==> src/hdl/cursor_linked_list_manager_assert.svh <==
`ifndef CURSOR_LINKED_LIST_MANAGER_ASSERT_SVH
`define CURSOR_LINKED_LIST_MANAGER_ASSERT_SVH

// Checks that the consequent holds in the same cycle as the antecedent.
`define CLM_ASSERT_NOW(label, clk, rst, ante, cons) \
  label: assert property (@(posedge clk) disable iff (rst) (ante) |-> (cons)) \
    else $error("cursor list manager check failed");

// Checks that the consequent holds in the cycle after the antecedent.
`define CLM_ASSERT_NEXT(label, clk, rst, ante, cons) \
  label: assert property (@(posedge clk) disable iff (rst) (ante) |=> (cons)) \
    else $error("cursor list manager check failed");

`endif

==> src/hdl/clm_pkg.sv <==
`timescale 1ns / 1ps
`default_nettype none

package clm_pkg;

  localparam logic       OP_APPEND = 1'b0;
  localparam logic       OP_DELETE = 1'b1;

  localparam logic [1:0] ST_DONE      = 2'd0;
  localparam logic [1:0] ST_FULL      = 2'd1;
  localparam logic [1:0] ST_NOT_FOUND = 2'd2;
  localparam logic [1:0] ST_IGNORED   = 2'd3;

  typedef struct packed {
    logic       clr_wr;
    logic       load_in;
    logic       a_rd;
    logic       a_wr1;
    logic       a_wr2;
    logic       walk_init;
    logic       d_rd;
    logic       d_adv;
    logic       d_unl;
    logic       d_free;
    logic       set_res;
    logic [1:0] res_code;
    logic       out_load;
  } clm_cmd_t;

  typedef struct packed {
    logic clr_last;
    logic op;
    logic full;
    logic zero_val;
    logic walk_ok;
    logic match;
    logic count_zero;
    logic out_free;
  } clm_stat_t;

endpackage

`default_nettype wire

==> src/hdl/clm_ctrl.sv <==
`timescale 1ns / 1ps
`default_nettype none

module clm_ctrl (
  input  logic               clk,
  input  logic               rst,
  input  logic               in_valid,
  output logic               in_ready,
  input  clm_pkg::clm_stat_t stat,
  output clm_pkg::clm_cmd_t  cmd
);
  import clm_pkg::*;

  localparam logic [3:0] S_CLR    = 4'd0;
  localparam logic [3:0] S_IDLE   = 4'd1;
  localparam logic [3:0] S_DISP   = 4'd2;
  localparam logic [3:0] S_A_WR1  = 4'd3;
  localparam logic [3:0] S_A_WR2  = 4'd4;
  localparam logic [3:0] S_D_TEST = 4'd5;
  localparam logic [3:0] S_D_CMP  = 4'd6;
  localparam logic [3:0] S_D_UNL  = 4'd7;
  localparam logic [3:0] S_D_FREE = 4'd8;
  localparam logic [3:0] S_FIN    = 4'd9;

  logic [3:0] state;
  logic [3:0] state_next;

  always_ff @(posedge clk) begin
    if (rst) begin
      state <= S_CLR;
    end else begin
      state <= state_next;
    end
  end

  always_comb begin
    cmd        = '0;
    state_next = state;
    in_ready   = 1'b0;
    case (state)
      S_CLR: begin
        cmd.clr_wr = 1'b1;
        if (stat.clr_last) begin
          state_next = S_IDLE;
        end
      end
      S_IDLE: begin
        in_ready = 1'b1;
        if (in_valid) begin
          cmd.load_in = 1'b1;
          state_next  = S_DISP;
        end
      end
      S_DISP: begin
        if (stat.op == OP_APPEND) begin
          if (stat.full) begin
            cmd.set_res  = 1'b1;
            cmd.res_code = ST_FULL;
            state_next   = S_FIN;
          end else begin
            cmd.a_rd   = 1'b1;
            state_next = S_A_WR1;
          end
        end else if (stat.zero_val) begin
          cmd.set_res  = 1'b1;
          cmd.res_code = ST_IGNORED;
          state_next   = S_FIN;
        end else begin
          cmd.walk_init = 1'b1;
          state_next    = S_D_TEST;
        end
      end
      S_A_WR1: begin
        cmd.a_wr1  = 1'b1;
        state_next = S_A_WR2;
      end
      S_A_WR2: begin
        cmd.a_wr2  = 1'b1;
        state_next = S_FIN;
      end
      S_D_TEST: begin
        if (stat.walk_ok) begin
          cmd.d_rd   = 1'b1;
          state_next = S_D_CMP;
        end else begin
          cmd.set_res  = 1'b1;
          cmd.res_code = ST_NOT_FOUND;
          state_next   = S_FIN;
        end
      end
      S_D_CMP: begin
        if (stat.match) begin
          if (stat.count_zero) begin
            cmd.set_res  = 1'b1;
            cmd.res_code = ST_NOT_FOUND;
            state_next   = S_FIN;
          end else begin
            state_next = S_D_UNL;
          end
        end else begin
          cmd.d_adv  = 1'b1;
          state_next = S_D_TEST;
        end
      end
      S_D_UNL: begin
        cmd.d_unl  = 1'b1;
        state_next = S_D_FREE;
      end
      S_D_FREE: begin
        cmd.d_free = 1'b1;
        state_next = S_FIN;
      end
      S_FIN: begin
        if (stat.out_free) begin
          cmd.out_load = 1'b1;
          state_next   = S_IDLE;
        end
      end
      default: begin
        state_next = S_CLR;
      end
    endcase
  end

endmodule

`default_nettype wire

==> src/hdl/clm_dpath.sv <==
`timescale 1ns / 1ps
`default_nettype none

module clm_dpath #(
  parameter int SLOTS = 32
) (
  input  logic               clk,
  input  logic               rst,
  input  logic               in_op,
  input  logic signed [31:0] in_value,
  input  clm_pkg::clm_cmd_t  cmd,
  output clm_pkg::clm_stat_t stat,
  output logic               out_valid,
  input  logic               out_ready,
  output logic [1:0]         out_status,
  output logic [4:0]         out_slot,
  output logic [4:0]         out_len
);
  import clm_pkg::*;

  localparam int IW = $clog2(SLOTS);
  localparam int SW = $clog2(SLOTS + 1);

  function automatic logic usable(input logic [IW-1:0] idx);
    return (idx != '0) && (idx < IW'(SLOTS - 1));
  endfunction

  logic signed [31:0] val_mem [SLOTS];
  logic [IW-1:0]      nxt_mem [SLOTS];

  // Control state.
  logic [IW-1:0] free_head;
  logic [IW-1:0] head;
  logic [IW-1:0] tail;
  logic [IW-1:0] cnt;
  logic [IW-1:0] clr_cnt;

  // Working registers of the current word.
  logic               op_r;
  logic signed [31:0] val_r;
  logic [IW-1:0]      aslot;
  logic [IW-1:0]      cur;
  logic [IW-1:0]      prev;
  logic [SW-1:0]      steps;
  logic signed [31:0] rd_val;
  logic [IW-1:0]      rd_next;
  logic [1:0]         res_status;
  logic [IW-1:0]      res_slot;

  logic               link;
  logic [IW-1:0]      nxt_s;
  logic [IW-1:0]      fh_s;
  logic [IW-1:0]      cnt_dec;
  logic [IW-1:0]      chain;
  logic [IW+4:0]      slot_ext;
  logic [IW+4:0]      len_ext;

  logic               n_we;
  logic [IW-1:0]      n_wa;
  logic [IW-1:0]      n_wd;
  logic               n_re;
  logic [IW-1:0]      n_ra;
  logic               v_we;
  logic [IW-1:0]      v_wa;
  logic signed [31:0] v_wd;

  assign link     = (cnt != '0) && usable(tail);
  assign nxt_s    = usable(rd_next) ? rd_next : '0;
  assign fh_s     = usable(free_head) ? free_head : '0;
  assign cnt_dec  = cnt - 1'b1;
  assign chain    = (clr_cnt < IW'(SLOTS - 2)) ? clr_cnt + 1'b1 : '0;
  assign slot_ext = {5'd0, res_slot};
  assign len_ext  = {5'd0, cnt};

  assign stat.clr_last   = (clr_cnt == IW'(SLOTS - 1));
  assign stat.op         = op_r;
  assign stat.full       = !usable(free_head);
  assign stat.zero_val   = (val_r == 32'sd0);
  assign stat.walk_ok    = usable(cur) && (steps < SW'(SLOTS));
  assign stat.match      = (rd_val == val_r);
  assign stat.count_zero = (cnt == '0);
  assign stat.out_free   = !out_valid || out_ready;

  assign n_re = cmd.a_rd || cmd.d_rd;
  assign n_ra = cmd.a_rd ? free_head : cur;

  always_comb begin
    n_we = 1'b0;
    n_wa = '0;
    n_wd = '0;
    if (cmd.clr_wr) begin
      n_we = 1'b1;
      n_wa = clr_cnt;
      n_wd = chain;
    end else if (cmd.a_wr1) begin
      n_we = 1'b1;
      n_wa = aslot;
    end else if (cmd.a_wr2 && link) begin
      n_we = 1'b1;
      n_wa = tail;
      n_wd = aslot;
    end else if (cmd.d_unl && (prev != '0)) begin
      n_we = 1'b1;
      n_wa = prev;
      n_wd = nxt_s;
    end else if (cmd.d_free) begin
      n_we = 1'b1;
      n_wa = cur;
      n_wd = fh_s;
    end
  end

  always_comb begin
    v_we = 1'b0;
    v_wa = '0;
    v_wd = '0;
    if (cmd.clr_wr) begin
      v_we = 1'b1;
      v_wa = clr_cnt;
    end else if (cmd.a_wr1) begin
      v_we = 1'b1;
      v_wa = aslot;
      v_wd = val_r;
    end else if (cmd.d_unl) begin
      v_we = 1'b1;
      v_wa = cur;
    end
  end

  always_ff @(posedge clk) begin
    if (v_we) begin
      val_mem[v_wa] <= v_wd;
    end
    if (cmd.d_rd) begin
      rd_val <= val_mem[cur];
    end
  end

  always_ff @(posedge clk) begin
    if (n_we) begin
      nxt_mem[n_wa] <= n_wd;
    end
    if (n_re) begin
      rd_next <= nxt_mem[n_ra];
    end
  end

  always_ff @(posedge clk) begin
    if (rst) begin
      free_head <= IW'(1);
      head      <= '0;
      tail      <= '0;
      cnt       <= '0;
      clr_cnt   <= '0;
      out_valid <= 1'b0;
    end else begin
      if (cmd.clr_wr) begin
        clr_cnt <= clr_cnt + 1'b1;
      end
      if (cmd.a_wr1) begin
        free_head <= nxt_s;
      end
      if (cmd.a_wr2) begin
        if (!link) begin
          head <= aslot;
        end
        tail <= aslot;
        cnt  <= cnt + 1'b1;
      end
      if (cmd.d_unl) begin
        cnt <= cnt_dec;
        // Emptying the list clears both ends whatever the unlink chose.
        if (cnt_dec == '0) begin
          head <= '0;
          tail <= '0;
        end else begin
          if (prev == '0) begin
            head <= nxt_s;
          end
          if (cur == tail) begin
            tail <= prev;
          end
        end
      end
      if (cmd.d_free) begin
        free_head <= cur;
      end
      if (cmd.out_load) begin
        out_valid <= 1'b1;
      end else if (out_ready) begin
        out_valid <= 1'b0;
      end
    end
  end

  always_ff @(posedge clk) begin
    if (cmd.load_in) begin
      op_r  <= in_op;
      val_r <= in_value;
    end
    if (cmd.a_rd) begin
      aslot <= free_head;
    end
    if (cmd.walk_init) begin
      cur   <= head;
      prev  <= '0;
      steps <= '0;
    end
    if (cmd.d_adv) begin
      prev  <= cur;
      cur   <= rd_next;
      steps <= steps + 1'b1;
    end
    if (cmd.set_res) begin
      res_status <= cmd.res_code;
      res_slot   <= '0;
    end
    if (cmd.a_wr2) begin
      res_status <= ST_DONE;
      res_slot   <= aslot;
    end
    if (cmd.d_free) begin
      res_status <= ST_DONE;
      res_slot   <= cur;
    end
    if (cmd.out_load) begin
      out_status <= res_status;
      out_slot   <= slot_ext[4:0];
      out_len    <= len_ext[4:0];
    end
  end

endmodule

`default_nettype wire

==> src/hdl/cursor_linked_list_manager.sv <==
// Channel  Direction  Contents
// s_*      in         tdata: value (32, signed); tuser: opcode (1)
// m_*      out        tdata: status (2), slot_index (5), list_length (5), zero pad (4)
//
// An append reads a free slot, writes the new node and then links it at the tail;
// a full store or a zero delete goes straight from dispatch to its result. A delete
// walks the list and reads each node from the registered memory ports.
// After reset a clearing pass writes every entry of the slot store and no word is
// accepted until it ends. A new word is taken while the previous result waits in the
// output register; a result stalls in its final state until that register is free.
`timescale 1ns / 1ps
`default_nettype none
`include "cursor_linked_list_manager_assert.svh"

module cursor_linked_list_manager #(
  parameter int SLOTS = 32
) (
  input  logic               clk,
  input  logic               rst,
  input  logic               s_tvalid,
  output logic               s_tready,
  input  logic signed [31:0] s_tdata,   // [31:0] value
  input  logic [0:0]         s_tuser,   // [0] opcode
  output logic               m_tvalid,
  input  logic               m_tready,
  output logic [15:0]        m_tdata    // [1:0] status, [6:2] slot_index, [11:7] list_length
);
  import clm_pkg::*;

  clm_cmd_t   cmd;
  clm_stat_t  stat;
  logic [1:0] out_status;
  logic [4:0] out_slot;
  logic [4:0] out_len;

  clm_ctrl u_ctrl (
    .clk      (clk),
    .rst      (rst),
    .in_valid (s_tvalid),
    .in_ready (s_tready),
    .stat     (stat),
    .cmd      (cmd)
  );

  clm_dpath #(
    .SLOTS (SLOTS)
  ) u_dpath (
    .clk        (clk),
    .rst        (rst),
    .in_op      (s_tuser[0]),
    .in_value   (s_tdata),
    .cmd        (cmd),
    .stat       (stat),
    .out_valid  (m_tvalid),
    .out_ready  (m_tready),
    .out_status (out_status),
    .out_slot   (out_slot),
    .out_len    (out_len)
  );

  assign m_tdata = {4'd0, out_len, out_slot, out_status};

  // The block is busy with a word for at least the cycle after taking it.
  `CLM_ASSERT_NEXT(a_busy_after_take, clk, rst, s_tvalid && s_tready, !s_tready)
  // A result is only loaded when the output register is free.
  `CLM_ASSERT_NOW(a_load_when_free, clk, rst, cmd.out_load, !m_tvalid || m_tready)
  // The clearing pass holds off input straight after reset.
  `CLM_ASSERT_NOW(a_clear_after_reset, clk, rst, $past(rst), !s_tready)

endmodule

`default_nettype wire

==> config.mk <==
export PLATFORM = sky130hd
export DESIGN_NAME = cursor_linked_list_manager
export DESIGN_NICKNAME = d
export VERILOG_FILES = /design/src/hdl/clm_pkg.sv /design/src/hdl/clm_ctrl.sv /design/src/hdl/clm_dpath.sv /design/src/hdl/cursor_linked_list_manager.sv
export VERILOG_INCLUDE_DIRS = /design/src /design/src/hdl
export SDC_FILE = /design/constraint.sdc
export NUM_CORES = 1
export LEC_CHECK = 0
export ABC_AREA = 1
export BUFFER_PORTS_ARGS = -buffer_cell sky130_fd_sc_hd__buf_2
export CORE_MARGIN = 2
export CORE_UTILIZATION = 25
export CTS_CLUSTER_DIAMETER = 80
export CTS_CLUSTER_SIZE = 14
export DETAILED_ROUTE_END_ITERATION = 7
export GPL_TIMING_DRIVEN = 0
export PLACE_DENSITY = 0.42
export SLEW_MARGIN = 30
export SYNTH_ARGS = -nofsm -noshare
export SYNTH_HDL_FRONTEND = slang
export SYNTH_SLANG_ARGS = --single-unit
export TNS_END_PERCENT = 1
==> constraint.sdc <==
create_clock -name clk -period 4.3 [get_ports clk]
set_clock_uncertainty 0.05 [all_clocks]
set_input_delay 0.215 -clock clk [delete_from_list [all_inputs] [get_ports clk]]
set_output_delay 0.215 -clock clk [all_outputs]
set_load 0.01 [all_outputs]
# Word-level counts from Yosys, hierarchy flattened
# Memory sizes are Yosys's and may differ from the RTL's. A register that Yosys moved wholly into a read port is not among the register bits.
# Cells that the tools add are included.
[totals]
register_bits = 103
ram_bits = 1184
inputBits = 37
out_inout_bits = 18
word_cells = 167
memories = 2
[op_classes]
addsub = 4
magnitude_cmp = 6
eq_ne = 15
mux = 92
reduce_logical = 30
[memory_table]
columns = ["name", "words", "width", "read_ports", "rd_ports_with_merged_regs", "write_ports", "line_no", "text"]
rows = [
  ["u_dpath.val_mem", 32, 32, 1, 1, 1, "clm_dpath.sv:28", "logic signed [31:0] val_mem [SLOTS];"],
  ["u_dpath.nxt_mem", 32, 5, 1, 1, 1, "clm_dpath.sv:29", "logic [IW-1:0] nxt_mem [SLOTS];"],
]
[ops]
columns = ["operator", "n"]
rows = [
  ["5-bit 2-to-1 mux", 37],
  ["32-bit 2-to-1 mux", 2],
  ["4-bit 2-to-1 mux", 9],
  ["4-bit case mux with 9 select lines", 1],
  ["1-bit 2-to-1 mux", 34],
  ["32-bit equality test", 1],
  ["32-bit logical NOT", 1],
  ["5-bit nonzero test", 6],
  ["5-bit less-than comparator (second input constant)", 5],
  ["3-bit 2-to-1 mux", 6],
  ["4-bit by 3-bit equality test with 1-bit output (second input constant)", 4],
  ["5-bit logical NOT", 3],
  ["6-bit 2-to-1 mux", 2],
  ["5-bit by 1-bit adder with 5-bit output (second input constant)", 2],
  ["3-bit case mux with 3 select lines", 1],
  ["4-bit by 2-bit equality test with 1-bit output (second input constant)", 2],
  ["4-bit equality test (second input constant)", 2],
  ["1-bit logical AND", 8],
  ["2-bit nonzero test", 4],
  ["6-bit by 1-bit adder with 6-bit output (second input constant)", 1],
  ["6-bit less-than comparator (second input constant)", 1],
  ["2-bit != test (second input constant)", 3],
  ["5-bit equality test", 1],
  ["5-bit equality test (second input constant)", 1],
  ["8 further kinds", 10],
]

# Logic depth before layout (Yosys ltp)
[logic_depth]
word_depth = 9
ltp_mapped = 15
ltp_nobuf = 15

# Hierarchy
# A second synthesis with hierarchy kept.
[unflattened]
cells_unflattened = 4304
hier_area_um2 = 53287.4
[by_module_without_submodules]
columns = ["mod", "n_inst", "cells_each", "area_each_um2", "seq_area_each_um2"]
rows = [
  ["clm_dpath", 1, 4206, 52775.6, 39357.7],
  ["clm_ctrl", 1, 93, 478.0, 80.1],
  ["cursor_linked_list_manager", 1, 5, 33.8, 0.0],
]

# Worst setup path after synthesis
# Ideal clock, no wire load.
[synth_timing]
path_type = "flip-flop to flip-flop"
startpoint = "register u_ctrl.state[2]"
endpoint = "register u_dpath.op_r, enable pin"
setup_ns = 0.464
t_arrival_ns = 2.876
t_required_ns = 3.786
slack_ns = 0.910
stages_incl_launch_ff = 4
period_less_slack_ns = 3.390
path_cell_list = "dfxtp_1 nor2_1 inv_1 nor3_1"
[synth_rtl]
columns = ["element", "line_no", "text"]
rows = [
  ["from (decl)", "clm_ctrl.sv:25", "logic [3:0] state;"],
  ["from (signal assigned)", "clm_ctrl.sv:32", "state <= state_next;"],
  ["to (signal assigned)", "clm_dpath.sv:198", "op_r <= in_op;"],
  ["to (decl)", "clm_dpath.sv:39", "logic op_r;"],
]

# Worst setup path after layout
[layout_timing]
startpoint = "register u_dpath.cur[0]"
endpoint = "memory u_dpath.val_mem[17][11], enable pin"
[layout_between]
elab_chain_len = 3
[layout_lines]
columns = ["element", "line_no", "text"]
rows = [
  ["from (decl)", "clm_dpath.sv:42", "logic [IW-1:0] cur;"],
  ["from (signal assigned)", "clm_dpath.sv:211", "cur <= rd_next;"],
  ["5-bit 2-to-1 mux", "clm_dpath.sv:124", "end else if (cmd.d_unl) begin"],
  ["5-bit 2-to-1 mux", "clm_dpath.sv:120", "end else if (cmd.a_wr1) begin"],
  ["5-bit 2-to-1 mux", "clm_dpath.sv:117", "if (cmd.clr_wr) begin"],
  ["to (decl)", "clm_dpath.sv:28", ""],
]
# Every way passes these cells.

==> metrics.cfg <==
[worst_setup_path]
cp-end-kind = flip-flop
cp_data_required_time_ps = 4740
slowest_delay_ps = 830
crit_buf_inv = 6
path_common_cell = buf_16
rr_endpoint = u_dpath.val_mem[17][11]
critical_path_class = reg2reg
reg2reg_from = u_dpath.cur[0]
startpoint_type = flip-flop
cp_max_fo = 12
worstPathCellList = buf_4 > buf_2 > clkbuf_2 > nand2_1 > a21oi_1 > nand2_1 > nor2_4 > buf_16 > buf_16 > buf_16
crit_family = buffers and inverters
r2r_setup_slack_ps = -260
crit_slowest_cell = edfxtp_1
cp.arrival_ps = 5000
reg2reg_depth = 10

[synthesis]
syn_area_sq_um = 53500
synthFlopType = edfxtp_1
ys_warn_count = 0
ys_async_sr_fraction_pct = 0
synth_edf_count = 1292
synth_cells = 4222
synth_top_family_by_area = compound AO/OA/AOI/OAI gates
syn_area_per_cell_sq_um = 12.7
synth_top_area_share_pct = 72.6
synthMuxAreaShare_pct = 0
ys_seq_elements = 1324
yosys.area_share.simple_pct = 10.8
synthAdderAreaFrac_pct = 0.164
synth_xor_area_share_pct = 0.426
synth_compound_area_share_pct = 11.0
synth_area_leaders = edfxtp_1, o21ai_0, nor2_1, o221ai_1, nand3_1
yosysTopAreaCell = edfxtp_1
seq_area_frac_synth_pct = 73.8
synth_cell_types = 46

[pwr]
p_total_uw = 26900
p_per_area_nw_per_um2 = 418
ir_drop_v = 0.000335
p_leak_uw = 0.0188

[layout]
multi_input_area_sq_um = 12500
drive_above_1_share_pct = 10.9
area_growth_syn_to_layout_pct = 20.6
nNetsFinal = 4591
fillerInstances = 21488
instances_no_fill = 7406
seq_area_sq_um = 39400
post-route-util_pct = 30.4

[clock_tree]
clk_pin_slew_ps = 70
htree_num_levels = 3
clock_path_buffers = 3
tritoncts = built
ctsRootBufferMaster = clkbuf_16
cts_made_buffers = 110
clkSinkCount = 1324
clkLatencyLatePin_ps = 810

[floorplanning]
dieArea_sq_um = 218000
start_util_pct = 25.2
die_w_um = 466
ios = 55
core.rowCount = 169
fp.dieH_um = 466
core_area_sq_um = 212000

[grt]
grt.total_usage_pct = 19.2
grt_pass1_vias = 35591
grt_max_degree = 25
grt_pass1_wl_mm = 293
grt_overflow = 0
antenna_found_initial = 9

[sta]
layout_setup_ws_ps = -258
finalSetupViolCount = 203
fin_crit_ps = 4560
maxSlewViolCount = 0
fmax_ghz = 0.219
setup_tns_ps = -21050
rsz0062_at_grt = true
relSlewSlack_pct = 26.0
tightestPinTransition_ps = 1110
hold_violations = 0
fin_crit_sh_pct = 106

[status]
status = complete, but fails checks
failed_checks = setup timing

[routing]
drc = 0
vias_per_cell = 5.04
drt_first_pass_iters = 7
wl_mm = 214
wl_per_cell_um = 28.9
vias = 37290
drtIter0Drc = 4557
ant_nets = 0

[placed_design]
portBuffers = 49
gp_congestion = 0.903
dp_hpwl_mm = 153
place_ws_ps = -692
post-place-cells = 7217

[hold_path]
min_path_cells = 2
worstHoldEndpoint = u_dpath.val_r[22]
hp-class = in2reg
hp-start = s_tdata[22]

[run]
cap_violations = 0

==> layout by cell type (no fill, tap or decap), types with 9 or more instances in the layout <==
cell type         n
edfxtp_1       1292
nor2_1          683
o21ai_0         585
nand2_1         300
nand3_1         266
inv_1           236
o221ai_1        192
clkbuf_1        183
clkbuf_16       112
buf_16          103
buf_2            94
nor2_4           66
o22ai_1          66
a31oi_1          40
dlygate4sd3_1    36
dfxtp_1          32
a32oi_1          28
xnor2_1          23
a21oi_1          21
nand4_1          21
buf_4            20
clkbuf_2         17
buf_1            14
buf_6             9
nand3b_1          9
buf_12            9
==> how the worst max path moves through the flow <==
stage	startpoint	slack, ps	endpoint	depth (start not counted)
2_1_floorplan	u_ctrl.state[2]	910	u_dpath.op_r	3
3_3_place_gp	u_ctrl.state[2]	-3700	u_dpath.val_r[8]	3
3_5_place_dp	u_dpath.cur[0]	-690	u_dpath.val_mem[1][0]	9
4_1_cts	u_dpath.cur[0]	-80	u_dpath.val_mem[17][5]	10
5_1_grt	u_dpath.cur[0]	-200	u_dpath.val_mem[17][5]	10
6_report	u_dpath.cur[0]	-260	u_dpath.val_mem[17][11]	10
==> state kept, by name (all words and copies together), names as in the netlist <==
| signal | count |
|---|---|
| u_dpath.rd_val | 32 |
| u_dpath.aslot | 5 |
| u_dpath.op_r | 1 |
| u_dpath.clr_cnt | 5 |
| u_dpath.res_slot | 5 |
| u_dpath.tail | 5 |
| u_dpath.cnt | 5 |
| u_dpath.free_head | 5 |
| u_dpath.prev | 5 |
| u_dpath.out_slot | 5 |
| u_dpath.out_len | 5 |
| u_dpath.nxt_mem | 160 |
| u_dpath.res_status | 2 |
| u_dpath.val_r | 32 |
| u_dpath.head | 5 |
| u_dpath.val_mem | 1024 |
| u_dpath.rd_next | 5 |
| u_dpath.steps | 6 |
| u_dpath.out_status | 2 |
| u_dpath.cur | 5 |
| u_ctrl.state | 4 |
| u_dpath.out_valid | 1 |
==> cells in the mapped netlist, drive strengths merged, types with 2 or more instances <==
| master | count |
|---|---|
| edfxtp | 1292 |
| nor2 | 753 |
| o21ai | 594 |
| nand2 | 312 |
| nand3 | 268 |
| inv | 243 |
| o221ai | 192 |
| clkbuf | 189 |
| buf | 78 |
| o22ai | 69 |
| a31oi | 40 |
| dfxtp | 32 |
| a32oi | 28 |
| nand4 | 23 |
| xnor2 | 23 |
| a21oi | 22 |
| nand3b | 9 |
| nor3 | 9 |
| a221oi | 8 |
| or2 | 8 |
| ha | 7 |
| o211ai | 5 |
| clkinv | 4 |
| a211oi | 3 |
| xor2 | 3 |
| o311ai | 2 |
==> layer usage <==
metal,GRT usage [%],share of wire [%]
met1,27.0,44
met2,30.0,45
met3,2.72,6.9
met4,7.42,4.2
met5,0,0.0061
==> report_power, final <==
group	switching (uW)	total (uW)	internal, uW	leakage (uW)
Clock	4860	9570	4710	0.00151
Sequential	196	15200	15000	0.0102
Combinational	1570	2190	621	0.00706
Total	6630	26900	20300	0.0188
==> cells by family after synthesis <==
family	count (synthesis)
and+or+nand+nor	1384
AOI/OAI and AO/OA	966
buffers and inverters	514
adders and majority gates	7
DFF	1324
xor gates and xnor gates	26
other	1
==> per-stage QoR <==
step / instance area (sq um) / hold slack, ps
3_5_place_dp: 61000 / 343
2_1_floorplan: 53500 / 264
3_3_place_gp: 57200 / 345
5_1_grt: 64400 / 43.8
4_1_cts: 64400 / 13.3
6_report: 64400 / 73.0
==> worst reg2reg max path, delay by kind of cell (launching register included) <==
family	cells	cell delay, ps
buf+inv	6	1870
simple gates	3	1200
flops	1	830
compound gates	1	340
==> timing repair <==
| action | CTS | global route |
|---|---|---|
| endpoints found under the hold margin | 44 | 0 |
| pin swaps | 7 | 3 |
| hold buffers | 36 | 0 |
| setup buffers | 1 | 2 |
| resized for setup | 3 | 2 |
| setup endpoints to repair | 876 | 201 |
==> area by class of cell <==
type / count / share of cell area, %
Tap cell: 2821 / 5.48
Sequential cell: 1324 / 61.2
Buffer: 267 / 1.82
Clock inverter: 21 / 0.379
Multi-Input combinational cell: 2387 / 19.4
Timing Repair Buffer: 210 / 5.82
Clock buffer: 123 / 4.41
Antenna cell: 6 / 0.0233
Inverter: 247 / 1.44
Note: power is estimated with default switching activity, not from simulation.
